### config.mk
export PLATFORM = sky130hd
export DESIGN_NAME = xml_text_escaper_unit_flat
export DESIGN_NICKNAME = d
export VERILOG_FILES = /design/src/sv/xte_pkg.sv /design/src/sv/xte_in_if.sv /design/src/sv/xte_out_if.sv /design/src/sv/xte_front.sv /design/src/sv/xte_queue.sv /design/src/sv/xte_back.sv /design/src/sv/xml_text_escaper_unit.sv /design/src/flat_wrapper.sv
export SDC_FILE = /design/constraint.sdc
export NUM_CORES = 1
export LEC_CHECK = 0
export ABC_CLOCK_PERIOD_IN_PS = 12800
export CAP_MARGIN = 5
export CORE_MARGIN = 3
export CORE_UTILIZATION = 55
export CTS_BUF_LIST = sky130_fd_sc_hd__clkbuf_4 sky130_fd_sc_hd__clkbuf_8
export DETAILED_ROUTE_END_ITERATION = 10
export DONT_BUFFER_PORTS = 1
export PLACE_DENSITY_LB_ADDON = 0.2
export SLEW_MARGIN = 15
export SYNTH_ARGS = -nofsm -noshare
export SYNTH_HDL_FRONTEND = slang
export SYNTH_HIERARCHICAL = 1
export SYNTH_SLANG_ARGS = --single-unit
### constraint.sdc
create_clock -name clk -period 12.8 [get_ports clk]
set_input_delay 2.56 -clock clk [delete_from_list [all_inputs] [get_ports clk]]
set_output_delay 2.56 -clock clk [all_outputs]
set_load 0.005 [all_outputs]
### src/sv/xte_pkg.sv
// ----------------------------------------------------------------------------
// XML text escaper package
// Shared item types, command format between front and back, and the
// character tables of the entity strings.
// ----------------------------------------------------------------------------
package xte_pkg;

	localparam int HOLD_DEPTH = 4;
	localparam int NUM_NAMES  = 5;

	typedef struct packed {
		logic [7:0] in_byte;
		logic       end_of_text;
	} in_item_t;

	typedef struct packed {
		logic [7:0] out_byte;
		logic       run_last;
		logic       text_done;
	} out_item_t;

	typedef enum logic [1:0] {
		MODE_NORMAL  = 2'd0,
		MODE_MATCH   = 2'd1,
		MODE_NUMERIC = 2'd2
	} escape_mode_t;

	// String that opens a command's output.
	typedef enum logic [1:0] {
		LEAD_NONE    = 2'd0,
		LEAD_AMP_ENT = 2'd1,
		LEAD_AMP     = 2'd2,
		LEAD_HASH    = 2'd3
	} lead_t;

	// String that closes a command's output.
	typedef enum logic [2:0] {
		TAIL_NONE    = 3'd0,
		TAIL_BYTE    = 3'd1,
		TAIL_QUOT    = 3'd2,
		TAIL_APOS    = 3'd3,
		TAIL_LT      = 3'd4,
		TAIL_GT      = 3'd5,
		TAIL_AMP_ENT = 3'd6
	} tail_t;

	// One queued command: lead string, held letters, tail string.
	typedef struct packed {
		lead_t                           lead;
		tail_t                           tail;
		logic [HOLD_DEPTH-1:0][7:0]      held;
		logic [7:0]                      ch;
		logic                            done;
		logic [2:0]                      held_end;  // end of lead segment
		logic [3:0]                      tail_start;
		logic [3:0]                      total;
	} cmd_t;

	localparam logic [7:0] CH_AMP  = 8'h26;
	localparam logic [7:0] CH_HASH = 8'h23;
	localparam logic [7:0] CH_SEMI = 8'h3B;
	localparam logic [7:0] CH_QUOT = 8'h22;
	localparam logic [7:0] CH_APOS = 8'h27;
	localparam logic [7:0] CH_LT   = 8'h3C;
	localparam logic [7:0] CH_GT   = 8'h3E;

	// Strings are left aligned in six byte slots.
	localparam logic [47:0] STR_AMP_ENT = {"&amp;", 8'h00};
	localparam logic [47:0] STR_QUOT    = "&quot;";
	localparam logic [47:0] STR_APOS    = "&apos;";
	localparam logic [47:0] STR_LT      = {"&lt;", 16'h0000};
	localparam logic [47:0] STR_GT      = {"&gt;", 16'h0000};
	localparam logic [47:0] STR_HASH    = {"&#", 32'h0000_0000};
	localparam logic [47:0] STR_AMP     = {"&", 40'h00_0000_0000};

	function automatic logic [7:0] pick(input logic [47:0] s, input logic [2:0] idx);
		return s[47 - 8*idx -: 8];
	endfunction

	function automatic logic [2:0] lead_len(input lead_t l);
		case (l)
			LEAD_AMP_ENT: return 3'd5;
			LEAD_AMP:     return 3'd1;
			LEAD_HASH:    return 3'd2;
			default:      return 3'd0;
		endcase
	endfunction

	function automatic logic [2:0] tail_len(input tail_t t);
		case (t)
			TAIL_BYTE:    return 3'd1;
			TAIL_QUOT:    return 3'd6;
			TAIL_APOS:    return 3'd6;
			TAIL_LT:      return 3'd4;
			TAIL_GT:      return 3'd4;
			TAIL_AMP_ENT: return 3'd5;
			default:      return 3'd0;
		endcase
	endfunction

	function automatic logic [7:0] lead_char(input lead_t l, input logic [2:0] idx);
		case (l)
			LEAD_AMP_ENT: return pick(STR_AMP_ENT, idx);
			LEAD_AMP:     return pick(STR_AMP, idx);
			LEAD_HASH:    return pick(STR_HASH, idx);
			default:      return 8'h00;
		endcase
	endfunction

	function automatic logic [7:0] tail_char(input tail_t t, input logic [7:0] ch,
			input logic [2:0] idx);
		case (t)
			TAIL_BYTE:    return ch;
			TAIL_QUOT:    return pick(STR_QUOT, idx);
			TAIL_APOS:    return pick(STR_APOS, idx);
			TAIL_LT:      return pick(STR_LT, idx);
			TAIL_GT:      return pick(STR_GT, idx);
			TAIL_AMP_ENT: return pick(STR_AMP_ENT, idx);
			default:      return 8'h00;
		endcase
	endfunction

	// How a byte of plain text is written out.
	function automatic tail_t normal_tail(input logic [7:0] c);
		case (c)
			CH_QUOT: return TAIL_QUOT;
			CH_APOS: return TAIL_APOS;
			CH_LT:   return TAIL_LT;
			CH_GT:   return TAIL_GT;
			CH_AMP:  return TAIL_NONE;
			default: return TAIL_BYTE;
		endcase
	endfunction

	// Entity strings, the leading ampersand and terminating semicolon included.
	function automatic logic [47:0] entity_str(input logic [2:0] k);
		case (k)
			3'd0:    return STR_AMP_ENT;
			3'd1:    return STR_QUOT;
			3'd2:    return STR_APOS;
			3'd3:    return STR_LT;
			default: return STR_GT;
		endcase
	endfunction

	function automatic logic [2:0] name_len(input logic [2:0] k);
		case (k)
			3'd0:    return 3'd4;
			3'd1:    return 3'd5;
			3'd2:    return 3'd5;
			default: return 3'd3;
		endcase
	endfunction

	function automatic logic [7:0] name_char(input logic [2:0] k, input logic [2:0] i);
		return pick(entity_str(k), 3'(i + 3'd1));
	endfunction

endpackage

### src/sv/xte_in_if.sv
// ----------------------------------------------------------------------------
// XML text escaper input channel
// Valid/ready channel that carries one text byte per transfer.
// ----------------------------------------------------------------------------
interface xte_in_if;
	logic              valid;
	logic              ready;
	xte_pkg::in_item_t data;

	modport source (output valid, output data, input ready);
	modport sink (input valid, input data, output ready);
endinterface

### src/sv/xte_out_if.sv
// ----------------------------------------------------------------------------
// XML text escaper output channel
// Valid/ready channel that carries one escaped byte per transfer.
// ----------------------------------------------------------------------------
interface xte_out_if;
	logic               valid;
	logic               ready;
	xte_pkg::out_item_t data;

	modport source (output valid, output data, input ready);
	modport sink (input valid, input data, output ready);
endinterface

### src/sv/xte_front.sv
// ----------------------------------------------------------------------------
// XML text escaper front end
// Accepts input bytes, tracks the escape mode and the held entity letters,
// and turns each byte into at most one output command for the queue.
// ----------------------------------------------------------------------------
module xte_front (
	input  logic          clk,
	input  logic          arst_n,
	xte_in_if.sink        in_ch,
	output logic          push_valid,
	input  logic          push_ready,
	output xte_pkg::cmd_t push_cmd
);

	xte_pkg::escape_mode_t                         mode_q, mode_d;
	logic [2:0]                                    count_q, count_d;
	logic [xte_pkg::HOLD_DEPTH-1:0][7:0]          held_q, held_d;
	logic                                          accept;

	assign in_ch.ready = push_ready;
	assign accept      = in_ch.valid && push_ready;

	always_comb begin
		logic [7:0]  c;
		logic        last;
		logic [2:0]  len;
		logic [7:0]  cand;
		logic        hit;
		logic        any_prefix;
		logic        any_full;
		logic        numeric;
		logic [2:0]  held_n;
		xte_pkg::lead_t lead;
		xte_pkg::tail_t tail;
		logic [3:0]  tstart;

		c    = in_ch.data.in_byte;
		last = in_ch.data.end_of_text;
		len  = 3'(count_q + 3'd1);

		// Compare held letters plus the new byte against every entity name.
		any_prefix = 1'b0;
		any_full   = 1'b0;
		for (int k = 0; k < xte_pkg::NUM_NAMES; k++) begin
			hit = (len <= xte_pkg::name_len(3'(k)));
			for (int i = 0; i < xte_pkg::HOLD_DEPTH + 1; i++) begin
				if (3'(i) < count_q && i < xte_pkg::HOLD_DEPTH) begin
					cand = held_q[i[1:0]];
				end else begin
					cand = c;
				end
				if (3'(i) < len && cand != xte_pkg::name_char(3'(k), 3'(i))) begin
					hit = 1'b0;
				end
			end
			if (hit && len == xte_pkg::name_len(3'(k))) begin
				any_full = 1'b1;
			end else if (hit) begin
				any_prefix = 1'b1;
			end
		end
		numeric = (count_q == 3'd0) && (c == xte_pkg::CH_HASH);

		mode_d  = mode_q;
		count_d = count_q;
		held_d  = held_q;
		lead    = xte_pkg::LEAD_NONE;
		tail    = xte_pkg::TAIL_NONE;
		held_n  = 3'd0;

		case (mode_q)
			xte_pkg::MODE_MATCH: begin
				if (numeric) begin
					lead   = xte_pkg::LEAD_HASH;
					mode_d = xte_pkg::MODE_NUMERIC;
					count_d = 3'd0;
				end else if (any_full) begin
					lead    = xte_pkg::LEAD_AMP;
					held_n  = count_q;
					tail    = xte_pkg::TAIL_BYTE;
					mode_d  = xte_pkg::MODE_NORMAL;
					count_d = 3'd0;
				end else if (any_prefix) begin
					held_d[count_q[1:0]] = c;
					count_d = len;
					if (last) begin
						// Text ends inside a name: give up and emit the letters.
						lead   = xte_pkg::LEAD_AMP_ENT;
						held_n = len;
					end
				end else begin
					lead    = xte_pkg::LEAD_AMP_ENT;
					held_n  = count_q;
					tail    = xte_pkg::normal_tail(c);
					count_d = 3'd0;
					mode_d  = (c == xte_pkg::CH_AMP) ? xte_pkg::MODE_MATCH
						: xte_pkg::MODE_NORMAL;
					if (last && c == xte_pkg::CH_AMP) begin
						tail = xte_pkg::TAIL_AMP_ENT;
					end
				end
			end
			xte_pkg::MODE_NUMERIC: begin
				tail = xte_pkg::TAIL_BYTE;
				if (c == xte_pkg::CH_SEMI) begin
					mode_d = xte_pkg::MODE_NORMAL;
				end
			end
			default: begin
				tail = xte_pkg::normal_tail(c);
				if (c == xte_pkg::CH_AMP) begin
					mode_d  = xte_pkg::MODE_MATCH;
					count_d = 3'd0;
					if (last) begin
						tail = xte_pkg::TAIL_AMP_ENT;
					end
				end
			end
		endcase

		if (last) begin
			mode_d  = xte_pkg::MODE_NORMAL;
			count_d = 3'd0;
		end

		tstart                = 4'(xte_pkg::lead_len(lead)) + 4'(held_n);
		push_cmd.lead         = lead;
		push_cmd.tail         = tail;
		push_cmd.held         = held_d;
		push_cmd.ch           = c;
		push_cmd.done         = last;
		push_cmd.held_end     = xte_pkg::lead_len(lead);
		push_cmd.tail_start   = tstart;
		push_cmd.total        = tstart + 4'(xte_pkg::tail_len(tail));
	end

	// Items that only extend a held name produce nothing and are not queued.
	assign push_valid = in_ch.valid && (push_cmd.total != 4'd0);

	always_ff @(posedge clk or negedge arst_n) begin
		if (!arst_n) begin
			mode_q  <= xte_pkg::MODE_NORMAL;
			count_q <= 3'd0;
		end else if (accept) begin
			mode_q  <= mode_d;
			count_q <= count_d;
		end
	end

	always_ff @(posedge clk) begin
		if (accept) begin
			held_q <= held_d;
		end
	end

endmodule

### src/sv/xte_queue.sv
// ----------------------------------------------------------------------------
// XML text escaper command queue
// Small FIFO of commands between the front end and the back end.
// ----------------------------------------------------------------------------
module xte_queue #(
	parameter int DEPTH = 2
) (
	input  logic          clk,
	input  logic          arst_n,
	input  logic          push_valid,
	output logic          push_ready,
	input  xte_pkg::cmd_t push_cmd,
	output logic          pop_valid,
	input  logic          pop_ready,
	output xte_pkg::cmd_t pop_cmd
);

	localparam int PW = (DEPTH > 1) ? $clog2(DEPTH) : 1;
	localparam int CW = $clog2(DEPTH + 1);

	xte_pkg::cmd_t entry_q [DEPTH];
	logic [PW-1:0] wr_ptr_q, rd_ptr_q;
	logic [CW-1:0] count_q;
	logic          do_push, do_pop;

	assign push_ready = (count_q != CW'(DEPTH));
	assign pop_valid  = (count_q != '0);
	assign pop_cmd    = entry_q[rd_ptr_q];
	assign do_push    = push_valid && push_ready;
	assign do_pop     = pop_valid && pop_ready;

	always_ff @(posedge clk or negedge arst_n) begin
		if (!arst_n) begin
			wr_ptr_q <= '0;
			rd_ptr_q <= '0;
			count_q  <= '0;
		end else begin
			if (do_push) begin
				wr_ptr_q <= (wr_ptr_q == PW'(DEPTH - 1)) ? '0 : PW'(wr_ptr_q + 1'b1);
			end
			if (do_pop) begin
				rd_ptr_q <= (rd_ptr_q == PW'(DEPTH - 1)) ? '0 : PW'(rd_ptr_q + 1'b1);
			end
			if (do_push && !do_pop) begin
				count_q <= CW'(count_q + 1'b1);
			end else if (do_pop && !do_push) begin
				count_q <= CW'(count_q - 1'b1);
			end
		end
	end

	always_ff @(posedge clk) begin
		if (do_push) begin
			entry_q[wr_ptr_q] <= push_cmd;
		end
	end

endmodule

### src/sv/xte_back.sv
// ----------------------------------------------------------------------------
// XML text escaper back end
// Walks the head command to the output register, one byte per unstalled cycle.
// ----------------------------------------------------------------------------
module xte_back (
	input  logic          clk,
	input  logic          arst_n,
	input  logic          cmd_valid,
	output logic          cmd_pop,
	input  xte_pkg::cmd_t cmd,
	xte_out_if.source     out_ch
);

	logic [3:0]         pos_q;
	logic               out_valid_q;
	xte_pkg::out_item_t out_item_q;
	logic               advance;
	logic               last;
	logic [7:0]         byte_sel;
	logic [3:0]         off_held;
	logic [3:0]         off_tail;

	assign out_ch.valid = out_valid_q;
	assign out_ch.data  = out_item_q;

	assign advance  = cmd_valid && (!out_valid_q || out_ch.ready);
	assign last     = (pos_q == 4'(cmd.total - 4'd1));
	assign cmd_pop  = advance && last;
	assign off_held = pos_q - 4'(cmd.held_end);
	assign off_tail = pos_q - cmd.tail_start;

	always_comb begin
		if (pos_q < 4'(cmd.held_end)) begin
			byte_sel = xte_pkg::lead_char(cmd.lead, pos_q[2:0]);
		end else if (pos_q < cmd.tail_start) begin
			byte_sel = cmd.held[off_held[1:0]];
		end else begin
			byte_sel = xte_pkg::tail_char(cmd.tail, cmd.ch, off_tail[2:0]);
		end
	end

	always_ff @(posedge clk or negedge arst_n) begin
		if (!arst_n) begin
			pos_q       <= 4'd0;
			out_valid_q <= 1'b0;
		end else begin
			if (advance) begin
				pos_q       <= last ? 4'd0 : 4'(pos_q + 4'd1);
				out_valid_q <= 1'b1;
			end else if (out_ch.ready) begin
				out_valid_q <= 1'b0;
			end
		end
	end

	always_ff @(posedge clk) begin
		if (advance) begin
			out_item_q.out_byte  <= byte_sel;
			out_item_q.run_last  <= last;
			out_item_q.text_done <= last && cmd.done;
		end
	end

endmodule

### src/sv/xml_text_escaper_unit.sv
// ----------------------------------------------------------------------------
// XML text escaper unit
// Streaming XML text escaper with entity recognition and numeric references.
// ----------------------------------------------------------------------------
// The unit takes text one byte per transfer and writes escaped XML text one
// byte per transfer. Double quote, apostrophe, less-than and greater-than
// become their named entities; an ampersand that already starts one of the
// five named entities is passed through, an ampersand followed by '#' opens
// a numeric reference that is copied raw through the next semicolon, and any
// other ampersand becomes "&amp;". A byte with end_of_text set closes the
// text and returns all state to its reset values. Rate: the input side takes
// one byte per cycle as long as the command queue has room; the output side
// delivers one byte per cycle, while the output is not stalled, through a
// single output register, and an input byte expands to 0 to 15 output bytes.
// Sustained throughput is therefore one input byte per cycle for plain text,
// and is set by the output register's one byte per cycle when text expands;
// the queue of QUEUE_DEPTH commands lets bursts of expansion overlap with
// further input.
// ----------------------------------------------------------------------------
module xml_text_escaper_unit #(
	parameter int QUEUE_DEPTH = 2
) (
	input  logic      clk,
	input  logic      arst_n,
	xte_in_if.sink    in_ch,
	xte_out_if.source out_ch
);

	// Front end to queue.
	logic          push_valid;
	logic          push_ready;
	xte_pkg::cmd_t push_cmd;

	// Queue to back end.
	logic          pop_valid;
	logic          pop_ready;
	xte_pkg::cmd_t pop_cmd;

	// The front end classifies each byte against the current escape mode and
	// the held letters, and emits at most one command naming the bytes to write.
	xte_front u_front (
		.clk        (clk),
		.arst_n     (arst_n),
		.in_ch      (in_ch),
		.push_valid (push_valid),
		.push_ready (push_ready),
		.push_cmd   (push_cmd)
	);

	// Commands wait here so the front can keep taking bytes while the back
	// is still expanding an earlier one.
	xte_queue #(
		.DEPTH (QUEUE_DEPTH)
	) u_queue (
		.clk        (clk),
		.arst_n     (arst_n),
		.push_valid (push_valid),
		.push_ready (push_ready),
		.push_cmd   (push_cmd),
		.pop_valid  (pop_valid),
		.pop_ready  (pop_ready),
		.pop_cmd    (pop_cmd)
	);

	// The back end writes a command's bytes one transfer at a time and marks
	// the last byte of each command and of the whole text.
	xte_back u_back (
		.clk       (clk),
		.arst_n    (arst_n),
		.cmd_valid (pop_valid),
		.cmd_pop   (pop_ready),
		.cmd       (pop_cmd),
		.out_ch    (out_ch)
	);

endmodule

### src/flat_wrapper.sv
// flat-port wrapper written by rule: the top's interface ports become plain ports
module xml_text_escaper_unit_flat 
#(
	parameter int QUEUE_DEPTH = 2
)
  (clk, arst_n, in_ch_valid, in_ch_data, in_ch_ready, out_ch_valid, out_ch_data, out_ch_ready);
  xte_in_if in_ch_i ();
  xte_out_if out_ch_i ();
  input  logic clk;
  input  logic arst_n;
  input wire logic [$bits(in_ch_i.valid)-1:0] in_ch_valid;
  input wire logic [$bits(in_ch_i.data)-1:0] in_ch_data;
  output wire logic [$bits(in_ch_i.ready)-1:0] in_ch_ready;
  output wire logic [$bits(out_ch_i.valid)-1:0] out_ch_valid;
  output wire logic [$bits(out_ch_i.data)-1:0] out_ch_data;
  input wire logic [$bits(out_ch_i.ready)-1:0] out_ch_ready;
  assign in_ch_i.valid = in_ch_valid;
  assign in_ch_i.data = in_ch_data;
  assign in_ch_ready = in_ch_i.ready;
  assign out_ch_valid = out_ch_i.valid;
  assign out_ch_data = out_ch_i.data;
  assign out_ch_i.ready = out_ch_ready;
  xml_text_escaper_unit #(.QUEUE_DEPTH(QUEUE_DEPTH)) u_core (.clk(clk), .arst_n(arst_n), .in_ch(in_ch_i), .out_ch(out_ch_i));
endmodule
# Word level (Yosys, flattened, before mapping)
# Memory sizes are Yosys's and may differ from the RTL's.
# Index checks and enable logic that the tools add are counted.
[totals] register_bits=56 ram_bits=114 output_inout_bits=12 wordCells=254 mem_count=1
[classes] n_addsub=13 n_lt_le_gt_ge=17 n_eq_ne=50 shift=8 mux=100 reduce_logical=51
[memory_table] name="u_core.u_queue.entry_q" depth=2 width=57 rd=1 rd_clocked_by_memory_dff=0 wr=1 line="xte_queue.sv:21" text="xte_pkg::cmd_t entry_q [DEPTH];"
[ops] cell="variable part select 55 x 33 -> 8 bit, first input constant" count=8
[ops] cell="2-to-1 mux 32 bit" count=4
[ops] cell="!= test 8 x 7 -> 1 bit, second input constant" count=12
[ops] cell="2-to-1 mux 8 bit" count=8
[ops] cell="== test 8 x 6 -> 1 bit, second input constant" count=7
[ops] cell="2-to-1 mux 1 bit" count=48
[ops] cell="2-to-1 mux 3 bit" count=16
[ops] cell="one-hot mux 8 bit (6 select lines)" count=1
[ops] cell="logical AND 1 bit" count=34
[ops] cell="bitwise mux 32 bit" count=1
[ops] cell="== test 3 bit, second input constant" count=8
[ops] cell="2-to-1 mux 2 bit" count=12
[ops] cell="!= test 8 x 6 -> 1 bit, second input constant" count=3
[ops] cell="one-hot mux 8 bit (3 select lines)" count=1
[ops] cell="binary-select mux 8 bit (select 2 bit)" count=1
[ops] cell="demux 8 bit (select 2 bit)" count=1
[ops] cell="nonzero test 8 bit" count=2
[ops] cell="== test 3 x 2 -> 1 bit, second input constant" count=5
[ops] cell="one-hot mux 3 bit (5 select lines)" count=1
[ops] cell="subtractor 6 x 6 -> 7 bit, first input constant" count=2
[ops] cell="less-than comparator 1 x 3 -> 1 bit, first input constant" count=4
[ops] cell="less-than comparator 2 x 3 -> 1 bit, first input constant" count=4
[ops] cell="one-hot mux 3 bit (2 select lines)" count=2
[ops] cell="one-hot mux 3 bit (4 select lines)" count=1
[ops] cell="other kinds (36)" count=53

# Longest topological paths before layout
[logic_depth] depth_word=34 depth_mapped=27

# Cells and area by module
# Netlist, hierarchy kept.
[by_module_without_submodules] mod="xte_queue" n_inst=1 cells_each=195 area_per_inst_um2=4383.0 seq_area_each_um2=3523.4
[by_module_without_submodules] mod="xte_front" n_inst=1 cells_each=359 area_per_inst_um2=3517.1 seq_area_each_um2=1086.0
[by_module_without_submodules] mod="xte_back" n_inst=1 cells_each=194 area_per_inst_um2=1732.9 seq_area_each_um2=425.4

# Worst setup path after synthesis
# No wires, ideal clock.
[synth_path] kind="input port to flip-flop" start="in in_ch_data[8]" end="mem u_core/u_queue/entry_q[0][0] (netlist name) (enable)" t_arrival_ns=9.118 t_required_ns=12.328 slack_ns=3.210 path_stages=22 path_buffers=3 path_cell_list="buf_2 > and3b_1 > clkbuf_1 > nand4b_1 > a2111oi_2 > a22oi_1 > and2_1 > o2bb2a_4 > buf_2 > o21ai_0 > a21boi_0 > ha_1 > inv_1 > ha_1 > fa_1 > ha_1 > a21o_1 > a21oi_1 > xnor2_1 > o41a_1 > nand2_1 > nor2_1"
[synth_lines] item="start, declared" line="flat_wrapper.sv:12" text="input wire logic [$bits(in_ch_i.data)-1:0] in_ch_data;"
[synth_lines] item="end, declared" line="xte_queue.sv:21"

==> flow_results.xml <==
<?xml version="1.0" encoding="UTF-8"?>
<metrics>
  <group name="finish">
    <metric name="antenna_cells_inserted" unit="">0</metric>
    <metric name="area_delta_synth_final" unit="%">4.883</metric>
    <metric name="layout-drive-gt1-share" unit="%">22.18</metric>
    <metric name="fin_nets" unit="">767</metric>
    <metric name="instances_no_fill" unit="">955</metric>
  </group>
  <group name="synth">
    <metric name="synth-seq-area-share" unit="%">52.27</metric>
    <metric name="synth_top_cell_by_area" unit="">sky130_fd_sc_hd__edfxtp_1</metric>
    <metric name="asyncSetResetFlopFracSynth" unit="%">8.235</metric>
    <metric name="postSynth.topFlopCell" unit="">sky130_fd_sc_hd__edfxtp_1</metric>
    <metric name="postSynthNetCount" unit="">793</metric>
    <metric name="synth_top_cells_by_area" unit="">sky130_fd_sc_hd__edfxtp_1, sky130_fd_sc_hd__mux2_2, sky130_fd_sc_hd__dfrtp_1</metric>
    <metric name="synth.top_cell.area_share" unit="%">48.63</metric>
    <metric name="synth-edff-count" unit="">156</metric>
    <metric name="synth_seq_cells" unit="">170</metric>
    <metric name="syn-instance-count" unit="">748</metric>
    <metric name="post_synth_num_cell_types" unit="">90</metric>
    <metric name="post_synth_instance_area" unit="mm2">0.009633</metric>
    <metric name="yosys-top-cells-count" unit="">sky130_fd_sc_hd__edfxtp_1, sky130_fd_sc_hd__mux2_2, sky130_fd_sc_hd__nor2_1</metric>
    <metric name="yosys_warnings" unit="">6</metric>
    <metric name="post-synth-top-count-cell" unit="">sky130_fd_sc_hd__edfxtp_1</metric>
    <metric name="post_synth.cell_area_avg" unit="um2">12.88</metric>
  </group>
  <group name="route">
    <metric name="drt_wl_total" unit="um">22670</metric>
    <metric name="num_vias" unit="">6310</metric>
    <metric name="route.detailed.vias_per_inst" unit="">6.607</metric>
    <metric name="drc_violations_left" unit="">0</metric>
    <metric name="drt-pass1-iter-count" unit="">5</metric>
    <metric name="dr.first_iter.drc_count" unit="">527</metric>
    <metric name="drtAntennaViolNets" unit="">0</metric>
    <metric name="routedWlPerCell" unit="um">23.74</metric>
  </group>
  <group name="placed_design">
    <metric name="dpl_worst_slack" unit="ps">4394</metric>
    <metric name="gp_routability_congestion" unit="">0.8800</metric>
    <metric name="dpl.hpwl" unit="um">15900</metric>
    <metric name="dp_cells" unit="">923</metric>
    <metric name="port_buffers" unit="">0</metric>
  </group>
  <group name="floorplan">
    <metric name="die_x" unit="um">138.3</metric>
    <metric name="top_level_pins" unit="">25</metric>
    <metric name="fp.coreArea" unit="mm2">0.01688</metric>
    <metric name="initial_utilization" unit="%">57.08</metric>
    <metric name="number_of_standard_cell_rows_in_the_floorplan" unit="">47</metric>
    <metric name="die-area" unit="mm2">0.01914</metric>
    <metric name="die_height" unit="um">138.3</metric>
  </group>
  <group name="sta">
    <metric name="final.setup_skew" unit="ps">25.07</metric>
    <metric name="timing.final.crit_share" unit="%">62.68</metric>
    <metric name="timing.final.setup_violations" unit="">0</metric>
    <metric name="max-slew-margin-rel" unit="%">38.48</metric>
    <metric name="layout_min_cycle_time" unit="ps">8023</metric>
    <metric name="final_max_slew_viol_count" unit="">0</metric>
    <metric name="timing_hold_violations_final" unit="">0</metric>
    <metric name="maxClockFrequency" unit="MHz">124.6</metric>
    <metric name="fin_tns_setup" unit="ps">0</metric>
    <metric name="rsz0062_at_grt" unit="">false</metric>
    <metric name="worst-slew-pin-transition" unit="ps">922.9</metric>
    <metric name="final_critical_path_setup_slack" unit="ps">4777</metric>
  </group>
  <group name="clock_network">
    <metric name="insertion_delay" unit="ps">460</metric>
    <metric name="clkTransAtPathRegs" unit="ps">80</metric>
    <metric name="cts_buf_count" unit="">17</metric>
    <metric name="cts_post_setup_buffers_inserted" unit="">0</metric>
    <metric name="cts_buffer_depth" unit="">2</metric>
    <metric name="ctsRootBufferMaster" unit="">sky130_fd_sc_hd__clkbuf_8</metric>
    <metric name="cts_sinks" unit="">170</metric>
    <metric name="post_cts_resize_count" unit="">0</metric>
    <metric name="clock_tree_from_tritoncts" unit="">yes</metric>
    <metric name="cts.hold.buffers_added" unit="">0</metric>
    <metric name="htree_levels" unit="">4</metric>
  </group>
  <group name="critical_path">
    <metric name="worstSetupStartpointType" unit="">primary input</metric>
    <metric name="regToRegSetupSlack" unit="ps">5460</metric>
    <metric name="reg2reg_to" unit="">u_core/u_queue/entry_q[0][22]</metric>
    <metric name="timing.critical_path.required" unit="ps">12880</metric>
    <metric name="crit_type" unit="">primary input to flop</metric>
    <metric name="worstSetupEndpointType" unit="">flop</metric>
    <metric name="highest_fanout_seen_on_the_critical_path" unit="">57</metric>
    <metric name="reg2regPathDepth" unit="">21</metric>
    <metric name="worstReg2RegStart" unit="">u_core/u_front/count_q[0]</metric>
    <metric name="cp.arrival" unit="ps">8100</metric>
  </group>
  <group name="global_routing">
    <metric name="vias_in_the_first_global_route" unit="">6147</metric>
    <metric name="grt_antenna_before_repair" unit="">1</metric>
    <metric name="globalRouteTotalUtil" unit="%">23.68</metric>
    <metric name="grt_pass1_wl" unit="um">35120</metric>
    <metric name="grt_overflow_total" unit="">0</metric>
    <metric name="grt_max_degree" unit="">59</metric>
  </group>
  <group name="min_path">
    <metric name="holdCritPathClass" unit="">flop to flop</metric>
    <metric name="worst_hold_path.num_cells" unit="">2</metric>
    <metric name="timing.hold.worst.start" unit="">u_core/u_front/mode_q[1]</metric>
    <metric name="holdPathEnd" unit="">u_core/u_front/mode_q[1]</metric>
  </group>
  <group name="run_status">
    <metric name="outcome" unit="">complete, no violations</metric>
  </group>
  <group name="power">
    <metric name="switching_share" unit="%">39.24</metric>
    <metric name="p_int" unit="mW">1.525</metric>
    <metric name="p_leak" unit="nW">3.436</metric>
    <metric name="power.share.combinational" unit="%">48.2</metric>
    <metric name="ir_worst_vdd" unit="mV">0.2836</metric>
    <metric name="power.sequential.fraction" unit="%">35.9</metric>
    <metric name="powerDensity" unit="mW/mm2">248.4</metric>
    <metric name="power_switching" unit="mW">0.9846</metric>
    <metric name="power.total" unit="mW">2.509</metric>
    <metric name="power.clock.fraction" unit="%">15.8</metric>
  </group>
  <group name="flow_run">
    <metric name="maxCapViolations" unit="">0</metric>
  </group>
</metrics>
## final cells by class
type,count,area [um2]
Tap cell,220,275.3
Clock buffer,19,249.0
Sequential cell,170,5036
Clock inverter,13,166.4
Timing Repair Buffer,4,30.03
Multi-Input combinational cell,499,4234
Inverter,30,112.6
Fill cell,1331,6774
## through the flow
step           utilization [%]  hold WS (ps)  area [um2]
2_1_floorplan                -         455.9        9633
3_3_place_gp             57.40         472.0        9688
3_5_place_dp             57.40         523.1        9688
4_1_cts                  59.86         538.6       10100
5_1_grt                  59.86         560.2       10100
6_report                 59.86         541.5       10100
## cell usage in the layout, fill, tap and decap left out, types with 6 or more instances in the layout
cell                       instances
sky130_fd_sc_hd__nor3_1           12
sky130_fd_sc_hd__xnor2_1          13
sky130_fd_sc_hd__mux4_2            8
sky130_fd_sc_hd__o31ai_1           6
sky130_fd_sc_hd__nand2_1          33
sky130_fd_sc_hd__mux2_4           20
sky130_fd_sc_hd__nor2_1           36
sky130_fd_sc_hd__ha_1             28
sky130_fd_sc_hd__or3_1             8
sky130_fd_sc_hd__dfrtp_1          13
sky130_fd_sc_hd__clkbuf_8         17
sky130_fd_sc_hd__a211oi_1          6
sky130_fd_sc_hd__nand2b_1         15
sky130_fd_sc_hd__nand4_1          14
sky130_fd_sc_hd__nand3_1          13
sky130_fd_sc_hd__mux2_2           71
sky130_fd_sc_hd__and2_1            9
sky130_fd_sc_hd__o21ai_0          23
sky130_fd_sc_hd__inv_1            29
sky130_fd_sc_hd__edfxtp_1        156
sky130_fd_sc_hd__a21oi_1          28
sky130_fd_sc_hd__a21o_1            8
sky130_fd_sc_hd__nor4_1            6
sky130_fd_sc_hd__nor2b_1           6
## cell families (layout without fill, tap and decap cells)
group,count (synthesis),count (layout),share of synthesized area (%)
simple gates,203,203,12.77
mux,103,103,13.70
xor+xnor,16,16,1.455
flops,170,170,52.27
compound gates,145,145,11.47
fa+ha+maj,32,32,4.468
buf+inv,79,66,3.871
## registers in the layout, summed over array words and instances, names as in the netlist
signal / cells
u_core/u_queue/entry_q: 114
u_core/u_front/held_q: 32
u_core/u_back/out_ch.data: 10
u_core/u_back/pos_q: 4
u_core/u_front/count_q: 3
u_core/u_front/mode_q: 2
u_core/u_queue/count_q: 2
u_core/u_back/out_ch.valid: 1
u_core/u_queue/rd_ptr_q: 1
u_core/u_queue/wr_ptr_q: 1
## worst max-delay path, stage by stage
cell	delay [ps]
sky130_fd_sc_hd__and3b_1	240
sky130_fd_sc_hd__a2bb2oi_1	360
sky130_fd_sc_hd__o31ai_1	140
sky130_fd_sc_hd__a22oi_1	310
sky130_fd_sc_hd__a21oi_1	150
sky130_fd_sc_hd__a311oi_1	720
sky130_fd_sc_hd__o21ai_0	190
sky130_fd_sc_hd__a21boi_0	450
sky130_fd_sc_hd__ha_1	310
sky130_fd_sc_hd__inv_1	100
sky130_fd_sc_hd__ha_1	190
sky130_fd_sc_hd__fa_1	480
sky130_fd_sc_hd__ha_1	300
sky130_fd_sc_hd__a21o_1	180
sky130_fd_sc_hd__a21oi_1	170
sky130_fd_sc_hd__xnor2_1	190
sky130_fd_sc_hd__o41a_1	180
sky130_fd_sc_hd__nand2_1	120
sky130_fd_sc_hd__nor2_4	100
sky130_fd_sc_hd__buf_4	600
## worst max-delay path by stage
stage | slack (ps) | startpoint | endpoint | cells past startpoint
2_1_floorplan | 3210 | in_ch_data[8] | u_core/u_queue/entry_q[0][0] | 22
3_3_place_gp | 4640 | in_ch_data[6] | u_core/u_queue/entry_q[0][26] | 20
3_5_place_dp | 4390 | in_ch_data[6] | u_core/u_queue/entry_q[0][27] | 20
4_1_cts | 4850 | in_ch_data[6] | u_core/u_queue/entry_q[0][22] | 20
5_1_grt | 4330 | in_ch_data[6] | u_core/u_queue/entry_q[0][35] | 20
6_report | 4780 | in_ch_data[6] | u_core/u_queue/entry_q[0][22] | 20
## layer usage
metal | vias to the layer above | part of all wire (%) | global-route usage, %
met5 | - | 0.057 | 0
met2 | 252 | 48 | 38.46
met1 | 3159 | 43 | 31.24
met3 | 52 | 5.8 | 4.731
met4 | 2 | 3.2 | 10.09
li1 | 2845 | - | -
## power groups by stage
stage	combinational, mW	sequential [mW]	clock, mW
after floorplan	0.930	0.887	0
after global placement	1.18	0.904	0
after detailed placement	1.19	0.913	0
after CTS	1.20	0.901	0.408
after global routing	1.31	0.915	0.434
final	1.21	0.902	0.397
(Power assumes the default switching activity.)
